`config.mk`:
```
export PLATFORM = sky130hd
export DESIGN_NAME = alarm_slot_scheduler
export DESIGN_NICKNAME = d
export VERILOG_FILES = /design/src/rtl/ass_pkg.sv /design/src/rtl/ass_ram.sv /design/src/rtl/ass_mod.sv /design/src/rtl/alarm_slot_scheduler.sv
export VERILOG_INCLUDE_DIRS = /design/src /design/src/rtl
export SDC_FILE = /design/constraint.sdc
export NUM_CORES = 2
export LEC_CHECK = 0
export BUFFER_PORTS_ARGS = -buffer_cell sky130_fd_sc_hd__buf_2
export CAP_MARGIN = 5
export CELL_PAD_IN_SITES_DETAIL_PLACEMENT = 1
export CELL_PAD_IN_SITES_GLOBAL_PLACEMENT = 1
export CORE_MARGIN = 4
export CORE_UTILIZATION = 47
export DETAILED_ROUTE_END_ITERATION = 8
export PLACE_DENSITY_LB_ADDON = 0.1
export SETUP_SLACK_MARGIN = 0.15
export SLEW_MARGIN = 10
export SYNTH_ARGS = -nofsm -noshare
export SYNTH_HDL_FRONTEND = slang
export SYNTH_HIERARCHICAL = 1
export SYNTH_SLANG_ARGS = --single-unit
export TNS_END_PERCENT = 50
```
`constraint.sdc`:
```
create_clock -name i_clk -period 8.13 [get_ports i_clk]
set_input_delay 0.4065 -clock i_clk [delete_from_list [all_inputs] [get_ports i_clk]]
set_output_delay 0.4065 -clock i_clk [all_outputs]
set_load 0.03 [all_outputs]
```
`src/rtl/alarm_slot_scheduler_macros.svh`:
```
// Assertion macros shared by the alarm slot scheduler RTL
`ifndef ALARM_SLOT_SCHEDULER_MACROS_SVH
`define ALARM_SLOT_SCHEDULER_MACROS_SVH

// check that holds when not in reset
`define ASS_CHECK(label, clk, rst_n, prop, msg) \
    label: assert property (@(posedge clk) disable iff (!rst_n) (prop)) else $error(msg);

// implication whose consequent is checked in the next cycle
`define ASS_NEXT(label, clk, rst_n, cond, prop, msg) \
    label: assert property (@(posedge clk) disable iff (!rst_n) (cond) |=> (prop)) \
        else $error(msg);

`endif

```
`src/rtl/ass_pkg.sv`:
```
// Package for the alarm slot scheduler: constants, types, helpers
package ass_pkg;

    localparam int unsigned SLOT_COUNT_DEF = 8;
    localparam int unsigned QUANTUM_DEF    = 4;
    localparam logic [31:0] NO_ALARM       = 32'hFFFF_FFFF;

    typedef enum logic [1:0] {
        K_ADD_ONCE = 2'd0,
        K_ADD_PER  = 2'd1,
        K_FIRE     = 2'd2,
        K_PLAN     = 2'd3
    } t_kind;

    typedef enum logic [1:0] {
        M_OFF  = 2'd0,
        M_ONCE = 2'd1,
        M_PER  = 2'd2
    } t_mode;

    typedef enum logic [3:0] {
        S_IDLE,
        S_SCAN_RD,
        S_SCAN_CHK,
        S_DIV,
        S_ADD_WR,
        S_FIRE_WR,
        S_OUT,
        S_FIRE_OUT
    } t_state;

    // divider request to the modulo unit
    typedef struct packed {
        logic        start;
        logic [31:0] dividend;
        logic [31:0] divisor;
    } t_div_req;

    typedef struct packed {
        logic        done;
        logic [31:0] rem;
    } t_div_rsp;

endpackage

```
`src/rtl/ass_ram.sv`:
```
// Generic single-port-write RAM with registered read
module ass_ram #(
    parameter int unsigned WIDTH = 8,
    parameter int unsigned DEPTH = 8
) (
    input  logic                                          i_clk,
    input  logic                                          i_we,
    input  logic [((DEPTH > 1) ? $clog2(DEPTH) : 1)-1:0]  i_waddr,
    input  logic [WIDTH-1:0]                              i_wdata,
    input  logic [((DEPTH > 1) ? $clog2(DEPTH) : 1)-1:0]  i_raddr,
    output logic [WIDTH-1:0]                              o_rdata
);
    logic [WIDTH-1:0] r_mem [DEPTH];

    always_ff @(posedge i_clk) begin
        if (i_we) begin
            r_mem[i_waddr] <= i_wdata;
        end
        o_rdata <= r_mem[i_raddr];
    end
endmodule

```
`src/rtl/ass_mod.sv`:
```
// Restoring bit-serial 32-bit modulo unit, one bit per cycle
module ass_mod (
    input  logic                i_clk,
    input  logic                i_rst_n,
    input  ass_pkg::t_div_req   i_req,
    output ass_pkg::t_div_rsp   o_rsp
);
    import ass_pkg::*;

    logic [31:0] r_num, n_num;
    logic [31:0] r_den;
    logic [32:0] r_rem, n_rem;
    logic [5:0]  r_cnt, n_cnt;
    logic        r_busy, n_busy;
    logic        r_done, n_done;
    logic [32:0] w_shift;

    always_comb begin
        w_shift = {r_rem[31:0], r_num[31]};
        n_num   = r_num;
        n_rem   = r_rem;
        n_cnt   = r_cnt;
        n_busy  = r_busy;
        n_done  = 1'b0;
        if (i_req.start) begin
            n_num  = i_req.dividend;
            n_rem  = '0;
            n_cnt  = 6'd32;
            n_busy = 1'b1;
        end else if (r_busy) begin
            n_num = {r_num[30:0], 1'b0};
            n_rem = (w_shift >= {1'b0, r_den}) ? w_shift - {1'b0, r_den} : w_shift;
            n_cnt = r_cnt - 6'd1;
            if (r_cnt == 6'd1) begin
                n_busy = 1'b0;
                n_done = 1'b1;
            end
        end
    end

    always_ff @(posedge i_clk) begin
        if (!i_rst_n) begin
            r_busy <= 1'b0;
            r_done <= 1'b0;
            r_cnt  <= '0;
        end else begin
            r_busy <= n_busy;
            r_done <= n_done;
            r_cnt  <= n_cnt;
        end
        r_num <= n_num;
        r_rem <= n_rem;
        if (i_req.start) begin
            r_den <= i_req.divisor;
        end
    end

    assign o_rsp.done = r_done;
    assign o_rsp.rem  = r_rem[31:0];
endmodule

```
`src/rtl/alarm_slot_scheduler.sv`:
```
// Alarm slot scheduler: slot table in RAM, request sequencer, modulo unit
// Add: a periodic add does not wait for the modulo unit when now is before the offset,
// and takes up to two modulo passes when the offset exceeds the interval.
// Fire: reads each slot; a due periodic slot also gets a modulo pass and a rewrite.
// Plan: scans for the earliest expiry until one is due. One request at a time; the slot scan
// and the bit-serial modulo unit set the rate. Reset (synchronous, low) clears all slot modes,
// the handle counter and the planned quantum at once; no clearing pass.
module alarm_slot_scheduler #(
    parameter int unsigned SLOT_COUNT      = ass_pkg::SLOT_COUNT_DEF,
    parameter int unsigned QUANTUM_SECONDS = ass_pkg::QUANTUM_DEF
) (
    input  logic        i_clk,
    input  logic        i_rst_n,
    input  logic        i_valid,
    output logic        o_stall,
    input  logic [1:0]  i_kind,
    input  logic [31:0] i_now_seconds,
    input  logic [15:0] i_delay_seconds,
    input  logic [31:0] i_interval_seconds,
    input  logic [15:0] i_offset_seconds,
    output logic        o_valid,
    input  logic        i_stall,
    output logic [7:0]  o_handle,
    output logic [31:0] o_time_seconds,
    output logic        o_rearm_request,
    output logic        o_last
);
    import ass_pkg::*;
    `include "alarm_slot_scheduler_macros.svh"

    localparam int unsigned AW = (SLOT_COUNT > 1) ? $clog2(SLOT_COUNT) : 1;
    localparam int unsigned MAX_RES = 8;
    localparam logic [AW-1:0] LAST_SLOT = AW'(SLOT_COUNT - 1);

    // slot word: handle, offset, interval, expiry
    localparam int unsigned SW = 8 + 16 + 32 + 32;

    logic [SLOT_COUNT-1:0] r_on, n_on;
    logic [SLOT_COUNT-1:0] r_per, n_per;
    t_state      r_st, n_st;
    t_kind       r_kind, n_kind;
    logic [31:0] r_now, n_now;
    logic [31:0] r_dly, n_dly;
    logic [31:0] r_iv, n_iv;
    logic [31:0] r_off, n_off;
    logic [AW-1:0] r_idx, n_idx;
    logic [AW-1:0] r_slot, n_slot;
    logic        r_found, n_found;
    logic [31:0] r_min, n_min;
    logic [7:0]  r_hcnt, n_hcnt;
    logic [31:0] r_plan, n_plan;
    logic [3:0]  r_nres, n_nres;
    logic [31:0] r_exp, n_exp;
    logic [7:0]  r_hd, n_hd;
    logic [31:0] r_base, n_base;
    logic        r_pv, n_pv;
    logic [7:0]  r_ph, n_ph;
    logic [31:0] r_pt, n_pt;
    logic        r_ov, n_ov;
    logic [7:0]  r_oh, n_oh;
    logic [31:0] r_ot, n_ot;
    logic        r_orr, n_orr;
    logic        r_ol, n_ol;

    logic          w_we;
    logic [AW-1:0] w_waddr;
    logic [SW-1:0] w_wdata, w_rdata;
    logic [AW-1:0] w_raddr;
    t_div_req      w_req;
    t_div_rsp      w_rsp;
    logic [7:0]    w_rh;
    logic [15:0]   w_roff;
    logic [31:0]   w_riv, w_rexp;
    logic          w_out_free;
    logic [7:0]    w_nh;
    logic          w_more;

    ass_ram #(.WIDTH(SW), .DEPTH(SLOT_COUNT)) u_slots (
        .i_clk  (i_clk),
        .i_we   (w_we),
        .i_waddr(w_waddr),
        .i_wdata(w_wdata),
        .i_raddr(w_raddr),
        .o_rdata(w_rdata)
    );

    ass_mod u_mod (
        .i_clk  (i_clk),
        .i_rst_n(i_rst_n),
        .i_req  (w_req),
        .o_rsp  (w_rsp)
    );

    assign {w_rh, w_roff, w_riv, w_rexp} = w_rdata;
    assign w_out_free = !r_ov || !i_stall;
    assign o_stall    = (r_st != S_IDLE);
    assign w_nh       = (r_hcnt == 8'hFF) ? 8'd1 : r_hcnt + 8'd1;
    assign w_raddr    = r_idx;
    // another due slot may still be handled after this one
    assign w_more     = (r_idx != LAST_SLOT) && (r_nres != 4'(MAX_RES - 1));

    always_comb begin
        n_st = r_st; n_kind = r_kind; n_now = r_now; n_dly = r_dly; n_iv = r_iv;
        n_off = r_off; n_idx = r_idx; n_slot = r_slot; n_found = r_found;
        n_min = r_min; n_hcnt = r_hcnt; n_plan = r_plan; n_nres = r_nres;
        n_exp = r_exp; n_hd = r_hd; n_base = r_base; n_on = r_on; n_per = r_per;
        n_pv = r_pv; n_ph = r_ph; n_pt = r_pt;
        n_ov = r_ov && i_stall; n_oh = r_oh; n_ot = r_ot; n_orr = r_orr; n_ol = r_ol;
        w_we = 1'b0; w_waddr = r_slot; w_wdata = {r_hd, r_off[15:0], r_iv, r_exp};
        w_req = '0;
        case (r_st)
            S_IDLE: begin
                if (i_valid) begin
                    n_kind  = t_kind'(i_kind);
                    n_now   = i_now_seconds / QUANTUM_SECONDS;
                    n_dly   = 32'(i_delay_seconds / QUANTUM_SECONDS);
                    n_iv    = i_interval_seconds / QUANTUM_SECONDS;
                    n_off   = 32'(i_offset_seconds / QUANTUM_SECONDS);
                    n_idx   = '0;
                    n_found = 1'b0;
                    n_min   = NO_ALARM;
                    n_nres  = '0;
                    n_pv    = 1'b0;
                    n_st    = S_SCAN_RD;
                end
            end
            S_SCAN_RD: begin
                // add requests need no read: pick the first free slot from the mode bits
                if (r_kind == K_ADD_ONCE || r_kind == K_ADD_PER) begin
                    n_found = 1'b0;
                    for (int i = SLOT_COUNT - 1; i >= 0; i--) begin
                        if (!r_on[i]) begin
                            n_found = 1'b1;
                            n_slot  = AW'(i);
                        end
                    end
                    if (!n_found || (r_kind == K_ADD_PER && r_iv == '0)) begin
                        n_st = S_OUT;
                        n_hd = '0; n_exp = '0; n_found = 1'b0;
                    end else begin
                        n_hd   = w_nh;
                        n_hcnt = w_nh;
                        if (r_kind == K_ADD_ONCE) begin
                            n_exp = r_now + r_dly;
                            n_st  = S_ADD_WR;
                        end else begin
                            if (r_iv < r_off) begin
                                n_st           = S_DIV;
                                w_req.start    = 1'b1;
                                w_req.dividend = r_off;
                                w_req.divisor  = r_iv;
                                n_base = '0;
                            end else begin
                                n_st           = S_DIV;
                                w_req.start    = 1'b1;
                                w_req.dividend = r_now - r_off;
                                w_req.divisor  = r_iv;
                                n_base = 32'd1;
                            end
                        end
                    end
                end else begin
                    n_st = S_SCAN_CHK;
                end
            end
            S_SCAN_CHK: begin
                // RAM word for r_idx is valid here
                if (r_kind == K_PLAN) begin
                    if (r_on[r_idx] && w_rexp < r_min) begin
                        n_min = w_rexp;
                    end
                    if ((r_on[r_idx] && (n_min <= r_now)) || r_idx == LAST_SLOT) begin
                        n_st = S_OUT;
                        n_hd = '0;
                        if (n_min == NO_ALARM) begin
                            n_exp = '0;
                        end else begin
                            n_plan = n_min;
                            n_exp  = n_min;
                        end
                    end else begin
                        n_idx = r_idx + AW'(1);
                        n_st  = S_SCAN_RD;
                    end
                end else begin
                    if (r_on[r_idx] && !(r_plan < w_rexp)) begin
                        n_slot = r_idx;
                        n_hd   = w_rh;
                        n_exp  = w_rexp;
                        n_iv   = w_riv;
                        n_off  = 32'(w_roff);
                        if (r_per[r_idx]) begin
                            w_req.start    = 1'b1;
                            w_req.dividend = r_plan - 32'(w_roff);
                            w_req.divisor  = w_riv;
                            n_st  = S_DIV;
                        end else begin
                            n_on[r_idx] = 1'b0;
                            n_st = S_FIRE_OUT;
                        end
                    end else if (r_idx == LAST_SLOT) begin
                        if (r_pv) begin
                            // held word is the final one
                            n_hd    = r_ph;
                            n_exp   = r_pt;
                            n_found = 1'b1;
                            n_pv    = 1'b0;
                            n_st    = S_OUT;
                        end else begin
                            n_st = S_IDLE;
                        end
                    end else begin
                        n_idx = r_idx + AW'(1);
                        n_st  = S_SCAN_RD;
                    end
                end
            end
            S_DIV: begin
                if (w_rsp.done) begin
                    if (r_kind == K_FIRE) begin
                        n_base = r_plan + r_iv - w_rsp.rem;
                        n_st   = S_FIRE_WR;
                    end else if (r_base == '0) begin
                        // offset reduced; restart with the grid step
                        n_off = w_rsp.rem;
                        if (r_now < w_rsp.rem) begin
                            n_exp = w_rsp.rem;
                            n_st  = S_ADD_WR;
                        end else begin
                            w_req.start    = 1'b1;
                            w_req.dividend = r_now - w_rsp.rem;
                            w_req.divisor  = r_iv;
                            n_base = 32'd1;
                        end
                    end else begin
                        n_exp = r_now + r_iv - w_rsp.rem;
                        n_st  = S_ADD_WR;
                    end
                end else if (r_kind == K_ADD_PER && r_base == 32'd1 && r_now < r_off
                             && r_iv >= r_off) begin
                    // now before offset: expiry is the offset itself
                    n_exp = r_off;
                    n_st  = S_ADD_WR;
                end
            end
            S_ADD_WR: begin
                w_we  = 1'b1;
                n_on[r_slot]  = 1'b1;
                n_per[r_slot] = (r_kind == K_ADD_PER);
                n_found = 1'b1;
                n_st  = S_OUT;
            end
            S_OUT: begin
                if (w_out_free) begin
                    n_ov  = 1'b1;
                    n_oh  = r_hd;
                    n_ot  = 32'(r_exp * QUANTUM_SECONDS);
                    n_orr = (r_kind != K_PLAN) && r_found;
                    n_ol  = 1'b1;
                    n_st  = S_IDLE;
                end
            end
            S_FIRE_WR: begin
                w_we    = 1'b1;
                w_wdata = {r_hd, r_off[15:0], r_iv, r_base};
                n_st    = S_FIRE_OUT;
            end
            S_FIRE_OUT: begin
                // the held word goes out with last clear; this one is held until the
                // scan shows whether it is the final word
                if (!r_pv || w_out_free) begin
                    if (r_pv) begin
                        n_ov  = 1'b1;
                        n_oh  = r_ph;
                        n_ot  = 32'(r_pt * QUANTUM_SECONDS);
                        n_orr = 1'b1;
                        n_ol  = 1'b0;
                    end
                    n_nres = r_nres + 4'd1;
                    if (!w_more) begin
                        n_pv    = 1'b0;
                        n_found = 1'b1;
                        n_st    = S_OUT;
                    end else begin
                        n_pv  = 1'b1;
                        n_ph  = r_hd;
                        n_pt  = r_exp;
                        n_idx = r_idx + AW'(1);
                        n_st  = S_SCAN_RD;
                    end
                end
            end
            default: n_st = S_IDLE;
        endcase
    end

    always_ff @(posedge i_clk) begin
        if (!i_rst_n) begin
            r_st   <= S_IDLE;
            r_on   <= '0;
            r_per  <= '0;
            r_hcnt <= '0;
            r_plan <= '0;
            r_ov   <= 1'b0;
            r_nres <= '0;
            r_pv   <= 1'b0;
        end else begin
            r_st   <= n_st;
            r_on   <= n_on;
            r_per  <= n_per;
            r_hcnt <= n_hcnt;
            r_plan <= n_plan;
            r_ov   <= n_ov;
            r_nres <= n_nres;
            r_pv   <= n_pv;
        end
        r_kind <= n_kind; r_now <= n_now; r_dly <= n_dly; r_iv <= n_iv; r_off <= n_off;
        r_idx <= n_idx; r_slot <= n_slot; r_found <= n_found; r_min <= n_min;
        r_exp <= n_exp; r_hd <= n_hd; r_base <= n_base;
        r_ph <= n_ph; r_pt <= n_pt;
        r_oh <= n_oh; r_ot <= n_ot; r_orr <= n_orr; r_ol <= n_ol;
    end

    assign o_valid         = r_ov;
    assign o_handle        = r_oh;
    assign o_time_seconds  = r_ot;
    assign o_rearm_request = r_orr;
    assign o_last          = r_ol;

    `ASS_NEXT(a_hcnt_nz, i_clk, i_rst_n, w_we && r_st == S_ADD_WR, r_hcnt != 8'd0,
        "handle counter zero after add")
    `ASS_CHECK(a_per_on, i_clk, i_rst_n, (r_per & ~r_on) == '0,
        "periodic flag inconsistent")
    `ASS_CHECK(a_wr_state, i_clk, i_rst_n,
        !w_we || r_st == S_ADD_WR || r_st == S_FIRE_WR, "slot write outside write state")
endmodule
```
==> metrics <==
number of global-route vias before repair=roughly 47,000; Clock Latency Late Sink=790 ps; fin. max-slew vios=0; DRC Markers=0; Setup crit end kind=register; synthesized flop and latch total=approximately 1,300; Peak Freq=between 150 and 200 MHz; Final ANT Viol Nets=0; Die Wd=between 300 and 400 um; Post-Synth Simple-Gate Area=0.0811; Num CTS Buffers=140; Fin Hold WS=59.5 ps; port bufs=135; adder and majority gate portion of the synthesized area=0.0813; multiplexer area fraction after synthesis=0.104; main combinational cell family by area after synthesis=compound AO/OA/AOI/OAI gates; GR Overflow Total=0; WL/cell=29.2 um; CTS tree=yes; post-CTS sizing=0; worst hold-check path type=in2reg; CP peak stage delay=560 ps; Min Clock Period, post-route=a little over 6000 ps; count of flip-flops with a built-in enable after synthesis=1,069; DR vias=44,700; Slew @ Worst Pin=1130 ps; Crit Path Class=reg2reg; Required @ worst endpoint=8540 ps; mean post-synth cell area=12.6 um^2; most common cell in the synthesized netlist=edfxtp_1; DR pass1 iterations=5; CORE AREA=around 140,000 um^2; Leak=27.3 nW; worst-path fanout max=32; Top FF cell, synth=edfxtp_1; Worst setup endpoint=r_exp[23]$_DFFE_PP_; CTS Buffer Depth=3; largest net degree at the start of global routing=97; hpwl dp=155,000 um; 1st-iter DRT viols=3,935; CP startpoint kind=register; area of the mapped netlist=65,000 um^2; Setup TNS=0 ps; Die Footprint=~140,000 um^2; Worst R2R Setup Slack=1960 ps; # clock sinks=1,262; Ports=146; Synth Area in Compound Gates=0.114; most frequent cells after synthesis=edfxtp_1, nand2_1, inv_1, ha_1, nor2_1; Clock Skew=between 30 and 40 ps; sequential area share after synthesis=0.553; share of the synthesized area in the top cell type=0.494; clock root buffer master=clkbuf_16; CTS clk-pin slew, worst paths=60 ps; Setup Viol. Count Final=0; pwr/cell area=385 nW/um^2; Max-slew headroom=0.247; All-Layer GR Usage=0.294; die height=380 um; row cnt=136; Layout area overhead=12.8%; yosys warns=6; H-tree levels=4; first-pass GRT wire length=315,000 um; Slowest-stage cell, CP=or4_1; status=complete, no violations; initial antenna violation count=7; period utilization=0.759; XOR/XNOR share of the synthesized area=0.0257; critical-path cell list=inv_1, ha_1, and4_1, nand3_1, a2111o_1, a41o_1, a211oi_4, or2_1, buf_4, o21ai_0, ha_1, nand4_1, or4_1, nor2_1, nand2_1, o32ai_1, nand2_1, a21oi_1, nor3_1, nor2_4, buf_4; VDD IR max=0.245 mV; fraction of registers with async set or reset after synthesis=0; worst reg2reg startpoint=r_min[17]$_SDFFCE_PN1P_; maxcap violations=0; r2r endpoint=r_exp[23]$_DFFE_PP_; final hold vios=0; Cell variety after synth=94; Vias/cell=6.10; Util after Layout=0.534; RSZ-0062 raised after global routing=false; layout cells sized above 1=0.153; initial core utilization=0.473; Final #Nets=5,914; largest cells by area after synthesis=edfxtp_1, mux4_2, ha_1, dfxtp_1, mux2_2; worst reg-to-reg path cell count=21; Worst Setup SP=r_min[17]$_SDFFCE_PN1P_; GP Congestion=between 0.9 and 1; Synth area leader=edfxtp_1; wirelength, routed=214,000 um; Worst EP arrival=6580 ps; Post-Syn Instances=5,168
[timing repair]
item                                   4_1_cts  5_1_grt
hold buffers                                89        0
endpoints found under the hold margin       89        0
setup endpoints to repair                    0        0
buffers inserted                             0        0
[layout make-up]
| cell class | instances | area [um^2] |
|---|---|---|
| Antenna cell | 1 | 2.50 |
| Multi-Input combinational cell | 3257 | 26600 |
| Sequential cell | 1262 | 36000 |
| Clock buffer | 192 | 3830 |
| Inverter | 442 | 1660 |
| Tap cell | 1794 | 2240 |
| Fill cell | 13800 | 64100 |
| Clock inverter | 64 | 694 |
| Timing Repair Buffer | 326 | 2340 |
[sequential cells by signal, summed over array words and instances, names as in the netlist, 14 cells and up]
signal and count:
u_mod/r_num 32, o_time_seconds 30, r_off 32, r_now 30, r_base 32, r_exp 32
r_min 32, r_iv 32, u_slots/o_rdata 88, r_dly 14, r_plan 32, u_slots/r_mem 704
u_mod/r_den 32, r_pt 32, u_mod/r_rem 32
[metal layers]
metal / vias to the layer above / GRT usage / wire length [um] / share of wire
li1: 20000 / - / - / -
met1: 23100 / 0.419 / 95700 / 0.45
met5: - / 0 / 13 / 0.000061
met2: 1381 / 0.478 / 101000 / 0.47
met4: 2 / 0.0903 / 6630 / 0.031
met3: 264 / 0.0327 / 11300 / 0.053
[cell usage in the layout (no fill, tap or decap), types with 31 or more instances in the layout]
| cell | count |
|---|---|
| buf_4 | 101 |
| mux4_2 | 180 |
| mux2i_1 | 78 |
| o21a_1 | 31 |
| and3_1 | 38 |
| a21o_1 | 81 |
| clkbuf_16 | 141 |
| dfxtp_1 | 191 |
| mux2_2 | 167 |
| a21oi_1 | 258 |
| xnor2_1 | 121 |
| fa_1 | 66 |
| nand2b_1 | 59 |
| nor2_1 | 252 |
| o21ai_0 | 244 |
| edfxtp_1 | 1069 |
| dlygate4sd3_1 | 89 |
| o211ai_1 | 42 |
| a211oi_1 | 109 |
| clkbuf_1 | 40 |
| nand3_1 | 64 |
| nand4_1 | 61 |
| ha_1 | 317 |
| nand2_1 | 445 |
| nor3_1 | 56 |
| xor2_1 | 70 |
| inv_1 | 439 |
| buf_2 | 135 |
[cells by family after synthesis]
logic type,after synthesis
xor+xnor,191
buf+inv,650
other cells,1
simple gates,1137
flops,1262
fa+ha+maj,383
compound gates,1116
mux,428
[power breakdown]
part           internal [W]  switching, W
Clock               0.00356       0.00268
Sequential          0.00851       0.00130
Combinational       0.00476       0.00746
[critical path: cells and delay by family, from the launching register on]
family	cells	cell delay [ps]
DFF	1	420
AOI/OAI and AO/OA	6	1650
buffers and inverters	3	820
and+or+nand+nor	10	2150
adders and majority gates	2	710
[worst min-delay path by stage]
| stage | startpoint | to | slack [ps] | cells past startpoint |
|---|---|---|---|---|
| after floorplan | r_exp[30]$_DFFE_PP_ | r_pt[30]$_DFFE_PP_ | 420 | 0 |
| after global placement | r_exp[30]$_DFFE_PP_ | r_pt[30]$_DFFE_PP_ | 420 | 0 |
| after detailed placement | r_exp[31]$_SDFFCE_PP0P_ | r_pt[31]$_DFFE_PP_ | 460 | 0 |
| after CTS | i_offset_seconds[15] | r_off[13]$_DFFE_PP_ | 40 | 3 |
| after global routing | i_interval_seconds[17] | r_iv[15]$_DFFE_PP_ | 40 | 3 |
| final | i_interval_seconds[17] | r_iv[15]$_DFFE_PP_ | 60 | 3 |
[through the flow]
step	cell area, um^2	worst slack [ps]	total power [W]	std cells
global route	73400	1600	0.0298	7337
floorplan	65000	270	0.0178	5169
detailed placement	68000	1920	0.0219	6992
finish	73400	1960	0.0283	7338
global placement	68000	2020	0.0217	6992
CTS	73400	1900	0.0283	7337
No activity file was read; power rests on OpenSTA's default activity.
